[src/rtl/bblc_pkg.sv]
package bblc_pkg;

  localparam int ENTRIES_DEF  = 16;
  localparam int TAG_BITS_DEF = 32;
  localparam int REQ_W   = 3;
  localparam int KEY_W   = 32;
  localparam int BYTES_W = 48;
  localparam int EVC_W   = 5;
  localparam int CNT_W   = 32;
  localparam int CFG_IDX_W  = 1;
  localparam int CFG_DATA_W = 48;

  localparam logic [REQ_W-1:0] REQ_LOOKUP = 3'd0;
  localparam logic [REQ_W-1:0] REQ_STORE  = 3'd1;
  localparam logic [REQ_W-1:0] REQ_CLEAR  = 3'd2;
  localparam logic [REQ_W-1:0] REQ_TRIM   = 3'd3;
  localparam logic [REQ_W-1:0] REQ_RSTAT  = 3'd4;

  localparam logic [CFG_IDX_W-1:0] CFG_ENABLE = 1'd0;
  localparam logic [CFG_IDX_W-1:0] CFG_MAXB   = 1'd1;

  typedef struct packed {
    logic [REQ_W-1:0]   req_type;
    logic [KEY_W-1:0]   key_tag;
    logic [BYTES_W-1:0] entry_bytes;
  } req_t;

  typedef struct packed {
    logic               hit;
    logic               stored;
    logic [EVC_W-1:0]   evicted_count;
    logic [BYTES_W-1:0] used_bytes_now;
    logic [CNT_W-1:0]   hit_total;
    logic [CNT_W-1:0]   miss_total;
  } rsp_t;

  // classified operation handed from front to back
  typedef enum logic [2:0] {
    OP_NONE, OP_LOOKUP, OP_STORE, OP_CLEAR, OP_TRIM, OP_WIPE, OP_RSTAT, OP_MISS
  } op_t;

  typedef struct packed {
    op_t                op;
    logic [KEY_W-1:0]   tag;
    logic [BYTES_W-1:0] bytes;
  } cmd_t;

endpackage

[src/rtl/bblc_front.sv]
module bblc_front #(
  parameter int TAG_BITS = bblc_pkg::TAG_BITS_DEF
) (
  input  logic               clk,
  input  logic               rst,
  input  logic               take,
  input  bblc_pkg::req_t     req,
  input  logic               enabled,
  input  logic [bblc_pkg::BYTES_W-1:0] max_bytes,
  output logic               cmd_valid,
  output bblc_pkg::cmd_t     cmd,
  input  logic               cmd_pop
);
  localparam int KW = bblc_pkg::KEY_W;
  logic [KW-1:0] mask;
  logic active;
  bblc_pkg::cmd_t c;

  // two-entry queue
  bblc_pkg::cmd_t q [2];
  logic [1:0] fill;

  always_comb begin
    mask = (TAG_BITS >= KW) ? {KW{1'b1}} : KW'((64'd1 << TAG_BITS) - 64'd1);
    active = enabled && (max_bytes != '0);
    c.tag = req.key_tag & mask;
    c.bytes = req.entry_bytes;
    case (req.req_type)
      bblc_pkg::REQ_LOOKUP: c.op = active ? bblc_pkg::OP_LOOKUP : bblc_pkg::OP_MISS;
      bblc_pkg::REQ_STORE:
        c.op = (active && req.entry_bytes != '0 && req.entry_bytes <= max_bytes)
               ? bblc_pkg::OP_STORE : bblc_pkg::OP_NONE;
      bblc_pkg::REQ_CLEAR: c.op = bblc_pkg::OP_CLEAR;
      bblc_pkg::REQ_TRIM:
        c.op = !enabled ? bblc_pkg::OP_CLEAR
             : (max_bytes == '0 ? bblc_pkg::OP_NONE : bblc_pkg::OP_TRIM);
      bblc_pkg::REQ_RSTAT: c.op = bblc_pkg::OP_RSTAT;
      default: c.op = bblc_pkg::OP_NONE;
    endcase
  end

  assign cmd_valid = (fill != 2'd0);
  assign cmd = q[0];

  always_ff @(posedge clk) begin
    if (rst) begin
      fill <= 2'd0;
    end else begin
      fill <= fill + {1'b0, take} - {1'b0, cmd_pop};
    end
    // take never coincides with a full queue
    if (cmd_pop) begin
      if (fill == 2'd2) q[0] <= q[1];
      else if (take) q[0] <= c;
    end else if (take) begin
      q[fill[0]] <= c;
    end
  end
endmodule

[src/rtl/bblc_back.sv]
module bblc_back #(
  parameter int ENTRIES = bblc_pkg::ENTRIES_DEF
) (
  input  logic           clk,
  input  logic           rst,
  input  logic           cmd_valid,
  input  bblc_pkg::cmd_t cmd,
  output logic           cmd_pop,
  input  logic [bblc_pkg::BYTES_W-1:0] max_bytes,
  output logic           done,
  output bblc_pkg::rsp_t rsp
);
  localparam int IW = (ENTRIES > 1) ? $clog2(ENTRIES) : 1;
  localparam int BW = bblc_pkg::BYTES_W;
  localparam int KW = bblc_pkg::KEY_W;
  localparam int EW = bblc_pkg::EVC_W;

  typedef enum logic [5:0] {
    S_IDLE = 6'b000001, S_SCAN = 6'b000010, S_EVICT = 6'b000100,
    S_FULL = 6'b001000, S_INS = 6'b010000, S_DONE = 6'b100000
  } st_t;
  st_t st;

  logic [ENTRIES-1:0] vld;
  logic [KW-1:0] tagr [ENTRIES];
  logic [BW-1:0] sizer [ENTRIES];
  logic [IW-1:0] rank [ENTRIES];
  logic [IW:0] nvld;
  logic [BW-1:0] used;
  logic [bblc_pkg::CNT_W-1:0] hits, misses;
  bblc_pkg::cmd_t cur;
  logic [EW-1:0] evc;
  logic hitf, storedf;

  // parallel per-slot match and oldest search (one level of compare)
  logic [ENTRIES-1:0] match;
  logic [IW-1:0] mslot, oslot, fslot;
  logic mfound, ofound, ffound, full;
  logic [BW:0] need;

  always_comb begin
    mfound = 1'b0; mslot = '0; ofound = 1'b0; oslot = '0; ffound = 1'b0; fslot = '0;
    for (int i = 0; i < ENTRIES; i++) begin
      match[i] = vld[i] && tagr[i] == cur.tag;
      if (match[i]) begin mfound = 1'b1; mslot = IW'(i); end
      // oldest valid slot holds rank count-1
      if (vld[i] && {1'b0, rank[i]} == nvld - 1'b1) begin
        ofound = 1'b1; oslot = IW'(i);
      end
    end
    for (int i = ENTRIES-1; i >= 0; i--)
      if (!vld[i]) begin ffound = 1'b1; fslot = IW'(i); end
    full = &vld;
    need = {1'b0, used} + {1'b0, (st == S_EVICT && cur.op == bblc_pkg::OP_TRIM)
                                  ? BW'(0) : cur.bytes};
  end

  assign cmd_pop = (st == S_IDLE) && cmd_valid;

  always_ff @(posedge clk) begin
    if (rst) begin
      st <= S_IDLE; vld <= '0; nvld <= '0; used <= '0; hits <= '0; misses <= '0;
      done <= 1'b0;
    end else begin
      done <= 1'b0;
      case (st)
        S_IDLE: if (cmd_valid) begin
          cur <= cmd; evc <= '0; hitf <= 1'b0; storedf <= 1'b0;
          case (cmd.op)
            bblc_pkg::OP_LOOKUP, bblc_pkg::OP_STORE: st <= S_SCAN;
            bblc_pkg::OP_TRIM: st <= S_EVICT;
            bblc_pkg::OP_CLEAR: begin
              vld <= '0; nvld <= '0; used <= '0; st <= S_DONE;
            end
            bblc_pkg::OP_RSTAT: begin hits <= '0; misses <= '0; st <= S_DONE; end
            bblc_pkg::OP_MISS: begin misses <= misses + 1'b1; st <= S_DONE; end
            default: st <= S_DONE;
          endcase
        end
        S_SCAN: begin
          if (cur.op == bblc_pkg::OP_LOOKUP) begin
            if (mfound) begin
              for (int i = 0; i < ENTRIES; i++)
                if (vld[i] && rank[i] < rank[mslot]) rank[i] <= rank[i] + 1'b1;
              rank[mslot] <= '0;
              hits <= hits + 1'b1; hitf <= 1'b1;
            end else misses <= misses + 1'b1;
            st <= S_DONE;
          end else begin
            if (mfound) begin
              vld[mslot] <= 1'b0;
              nvld <= nvld - 1'b1;
              used <= used - sizer[mslot];
              for (int i = 0; i < ENTRIES; i++)
                if (vld[i] && rank[i] > rank[mslot]) rank[i] <= rank[i] - 1'b1;
            end
            st <= S_EVICT;
          end
        end
        S_EVICT: begin
          // one eviction per cycle
          if (need > {1'b0, max_bytes} && ofound) begin
            vld[oslot] <= 1'b0;
            nvld <= nvld - 1'b1;
            used <= used - sizer[oslot];
            if (evc != '1) evc <= evc + 1'b1;
          end else st <= (cur.op == bblc_pkg::OP_STORE) ? S_FULL : S_DONE;
        end
        S_FULL: begin
          if (full) begin
            vld[oslot] <= 1'b0;
            nvld <= nvld - 1'b1;
            used <= used - sizer[oslot];
            if (evc != '1) evc <= evc + 1'b1;
          end
          st <= S_INS;
        end
        S_INS: begin
          for (int i = 0; i < ENTRIES; i++)
            if (vld[i]) rank[i] <= rank[i] + 1'b1;
          if (ffound) begin
            vld[fslot] <= 1'b1; tagr[fslot] <= cur.tag; sizer[fslot] <= cur.bytes;
            rank[fslot] <= '0; used <= used + cur.bytes; storedf <= 1'b1;
            nvld <= nvld + 1'b1;
          end
          st <= S_DONE;
        end
        S_DONE: begin done <= 1'b1; st <= S_IDLE; end
        default: st <= S_IDLE;
      endcase
    end
  end

  // ranks of evicted oldest need no shift: it holds the top rank
  always_comb begin
    rsp.hit = hitf;
    rsp.stored = storedf;
    rsp.evicted_count = evc;
    rsp.used_bytes_now = used;
    rsp.hit_total = hits;
    rsp.miss_total = misses;
  end
endmodule

[src/rtl/byte_budget_lru_cache.sv]
// Byte-budget LRU cache directory. Issue an item with start while busy is low;
// exactly one result appears later for one cycle with done high and cannot be
// held off, so capture it then. A front stage classifies each item against the
// current configuration and queues it (two deep); a back sequencer updates the
// table. A lookup runs scan then done in the back (only done while caching is
// inactive); a store runs scan, evict (repeated while entries are evicted for
// space), full, insert and done (an ignored store only done); a trim runs evict
// (repeated while evicting) then done (only done if disabled or budget is zero);
// other items only done. An item queued behind another also waits for it. busy
// is high while the queue is full. Write configuration only when idle.
module byte_budget_lru_cache #(
  parameter int ENTRIES  = bblc_pkg::ENTRIES_DEF,
  parameter int TAG_BITS = bblc_pkg::TAG_BITS_DEF
) (
  input  logic clk,
  input  logic rst,
  input  logic start,
  output logic busy,
  input  bblc_pkg::req_t req,
  output logic done,
  output bblc_pkg::rsp_t rsp,
  input  logic cfg_we,
  input  logic [bblc_pkg::CFG_IDX_W-1:0] cfg_index,
  input  logic [bblc_pkg::CFG_DATA_W-1:0] cfg_data
);
  logic enabled;
  logic [bblc_pkg::BYTES_W-1:0] max_bytes;
  logic cmd_valid, cmd_pop, q_full;
  bblc_pkg::cmd_t cmd;
  logic [1:0] cnt;

  always_ff @(posedge clk) begin
    if (rst) begin
      enabled <= 1'b1; max_bytes <= '0; cnt <= 2'd0;
    end else begin
      cnt <= cnt + {1'b0, start && !busy} - {1'b0, cmd_pop};
      if (cfg_we) begin
        case (cfg_index)
          bblc_pkg::CFG_ENABLE: enabled <= cfg_data[0];
          bblc_pkg::CFG_MAXB:   max_bytes <= cfg_data;
          default: ;
        endcase
      end
    end
  end
  assign q_full = (cnt == 2'd2);
  assign busy = q_full;

  bblc_front #(.TAG_BITS(TAG_BITS)) u_front (
    .clk, .rst, .take(start && !busy), .req, .enabled, .max_bytes,
    .cmd_valid, .cmd, .cmd_pop);

  bblc_back #(.ENTRIES(ENTRIES)) u_back (
    .clk, .rst, .cmd_valid, .cmd, .cmd_pop, .max_bytes, .done, .rsp);
endmodule

[config.mk]
export PLATFORM = sky130hd
export DESIGN_NAME = byte_budget_lru_cache
export DESIGN_NICKNAME = d
export VERILOG_FILES = /design/src/rtl/bblc_pkg.sv /design/src/rtl/bblc_front.sv /design/src/rtl/bblc_back.sv /design/src/rtl/byte_budget_lru_cache.sv
export SDC_FILE = /design/constraint.sdc
export NUM_CORES = 2
export LEC_CHECK = 0
export BUFFER_PORTS_ARGS = -buffer_cell sky130_fd_sc_hd__buf_2
export CAP_MARGIN = 20
export CELL_PAD_IN_SITES_DETAIL_PLACEMENT = 2
export CELL_PAD_IN_SITES_GLOBAL_PLACEMENT = 2
export CORE_MARGIN = 5
export CORE_UTILIZATION = 40
export DETAILED_ROUTE_END_ITERATION = 7
export GPL_TIMING_DRIVEN = 1
export PLACE_DENSITY_LB_ADDON = 0.05
export SYNTH_ARGS = -nofsm -noshare
export SYNTH_HDL_FRONTEND = slang
export SYNTH_HIERARCHICAL = 1
export SYNTH_SLANG_ARGS = --single-unit
[constraint.sdc]
create_clock -name clk -period 8.65 [get_ports clk]
set_input_delay 1.73 -clock clk [delete_from_list [all_inputs] [get_ports clk]]
set_output_delay 1.73 -clock clk [all_outputs]
set_load 0.02 [all_outputs]
==> results.ini <==
[power_and_ir_drop]
p_switching_uw = 7531
power_density_mw_per_mm2 = 200.9
seqPwrFrac = 0.436
finalPower_uw = 24390
peakVddDrop_uv = 187.8
clockPowerShare = 0.369
internal_power_uw = 16860
pwr-share-comb = 0.195
swShare = 0.3088
power_leakage_uw = 0.04621

[synthesis]
synthXorXnorAreaFrac = 0.08376
synthTopCellsByArea = edfxtp_1 (49%), dfxtp_1 (5.5%), xor2_1 (5.1%)
synthesis.nets = 8418
yosys.area.top_type = edfxtp_1
synth_edf_count = 1536
synth_cell_type_count = 125
yosysSeqAreaShare = 0.5480
synthAdderAreaFrac = 0.04379
synth_most_common_cell = edfxtp_1
netlist_area_sq_mm = 0.09356
synth.ff_latch_count = 1793
synth-simple-area-share = 0.1431
synth-async-reset-ratio = 0
synth_top_family_by_area = simple AND/OR/NAND/NOR gates
syn_inst = 7960
synth_common_cells = edfxtp_1 (1,536), nand2_1 (656), xor2_1 (546)
synthMuxAreaShare = 0.02708
synth_top_flop_cell = edfxtp_1
synth_top_area_frac = 0.4930
synth-compound-area-share = 0.1223
avgSynthCellArea_sq_um = 11.75
ys_warn_count = 6

[critical_path]
required_ps = 9420
crit_arrival_ps = 10120
critPathCaptureType = flip-flop
r2r-start = u_back/cur[48]
slowest_delay_ps = 490
reg2reg_to = u_back/used[41]
start_kind = flip-flop
crit_top_cell = buf_4
crit_path_top_delay_cell = edfxtp_1
crit_type = flip-flop to flip-flop
ff2ff_path_depth = 46
rrSetupSlack_ps = -700
path_max_fanout = 13

[cells_and_area]
final_nets = 10220
nFillCells = 22600
area_delta_synth_final_pct = 29.75
multi_input_area_sq_mm = 0.04213
final-seq-area_sq_mm = 0.05127
drive_above_1_share = 0.3036

[die]
rows = 177
core_sq_mm = 0.2328
die_h_um = 493.6
io_pins = 257
die_w_um = 493.6
dieArea_sq_mm = 0.2437
initial_core_util = 0.4020

[run]
drv_cap = 0

[cts]
tritoncts = built
cts.sinks = 1793
clk_pin_slew_ps = 70
ctsHoldBuffers = 0
worstSkewPairLatency_ps = 920
cts_buffers = 205
cts_buffer_depth = 3
cts_max_level = 4
cts_root_buf = clkbuf_16

[global_routing]
track_usage = 0.3835
grt-ovfl-total = 0
antenna_found_initial = 41
grt_max_degree = 84
grt_pass1_wl_mm = 674.8
grt_pass1_vias = 88400

[timing]
drv_slew = 0
fin_ws_ps = -699.9
worstMarginPinSlew_ps = 1299
slew_headroom = 0.1261
hold_viol = 0
min_period_over_period = 1.081
rsz0062_at_grt = true
fin_worst_skew_ps = 100.2
setup-violations-final = 39
clock.fmax_mhz = 107.0
period_minus_slack_ps = 9350

[outcome]
violations = setup timing
outcome = finished with violations

[route]
vias_per_cell = 6.556
wl_per_cell_um = 38.82
drt_pass1_iterations = 8
totalWireLength_mm = 507.8
drc = 0
drtIter0Drc = 11680
final_antenna_net_count = 0
vias = 85760

[hold_path]
hold_class = flip-flop to flip-flop
hold_end = u_back/cur[26]
hold_path_depth = 0
hp-start = u_front/q[0][26]

[placement]
portBuffers = 256
gp_congestion = 0.9880
dp_hpwl_mm = 340.8
post-place-ws_ps = -1856

power groups by stage:
stage	logic (uW)	registers [uW]	clock network [uW]
floorplan	1730	10700	0
global placement	3740	10800	0
detailed placement	3980	10800	0
CTS	4280	10600	8960
global route	4860	10700	9430
finish	4760	10600	9000
kinds of logic after synthesis:
group | Yosys count
XOR/XNOR | 865
buffers and inverters | 616
adder cells (fa/ha/maj) | 322
flip-flops | 1793
AND/OR/NAND/NOR | 2536
multiplexers | 238
AO/OA/AOI/OAI | 1590
per-layer routing:
layer / track usage / part of all wire / vias to the layer above
met2: 0.6016 / 0.45 / 5738
met3: 0.08583 / 0.11 / 1512
li1: - / - / 33900
met4: 0.1660 / 0.056 / 10
met1: 0.5116 / 0.39 / 44600
met5: 0 / 0.00016 / -
stage by stage:
stage | area, sq um | util | TNS [ps] | hold WS (ps) | cells
CTS | 119200 | 0.5122 | -965.9 | 418.1 | 12970
finish | 121400 | 0.5215 | -9602 | 418.3 | 13080
floorplan | 93560 | - | 0 | 400.3 | 7960
global placement | 109900 | 0.4722 | -60190 | 403.0 | 12480
detailed placement | 109900 | 0.4723 | -73070 | 406.5 | 12480
global route | 121400 | 0.5214 | -25620 | 422.2 | 13070
flip-flops by register name, summed over array words and instances (netlist names), 32 cells and up:
signal and count:
u_back/misses 32, u_back/rank 64, u_front/q 166, u_back/tagr 512, u_back/sizer 768, u_back/used 48
max_bytes 48, u_back/cur 83, u_back/hits 32
worst max-delay path: cells and delay by family, from the launching register on:
kind	cells	cell delay [ps]
and+or+nand+nor	11	2190
buffers and inverters	14	2550
adders and majority gates	1	190
DFF	1	490
xor gates and xnor gates	3	420
AOI/OAI and AO/OA	17	3320
layout make-up:
type	instances	area share
Timing Repair Buffer	1988	0.1362
Inverter	223	0.006896
Tap cell	3132	0.03228
Antenna cell	12	0.0002474
Multi-Input combinational cell	5551	0.3471
Clock buffer	249	0.04387
Sequential cell	1793	0.4224
Clock inverter	133	0.01111
placed cells by master, fill, tap and decap left out, types with 164 or more instances in the layout:
cell,count
edfxtp_1,1536
buf_4,1522
nand2_1,631
xor2_1,531
nor2_1,397
nand3_1,312
ha_1,297
a21oi_1,281
xnor2_1,275
dfxtp_1,255
buf_2,255
inv_1,218
clkbuf_16,215
a22oi_1,192
o21ai_0,181
nor4_1,178
nand4_1,164
how the worst max path moves through the flow:
stage	from	endpoint	slack (ps)	depth (start not counted)
final	u_back/cur[48]	u_back/used[41]	-700	46
after global routing	u_back/cur[48]	u_back/used[41]	-1030	47
after CTS	u_back/cur[71]	u_back/used[39]	-190	46
after detailed placement	u_back/cur[51]	u_back/used[47]	-1860	40
after global placement	u_back/cur[76]	u_back/used[47]	-1710	42
after floorplan	u_back/nvld[0]	u_back/used[47]	4	46
repair_timing:
action                     in CTS  in global routing
setup endpoints to repair      93                 84
gates cloned                    6                 11
setup buffers                 102                 94
pin swaps                     163                191
resized for setup             343                240
Power figures use the tool's default switching activity.
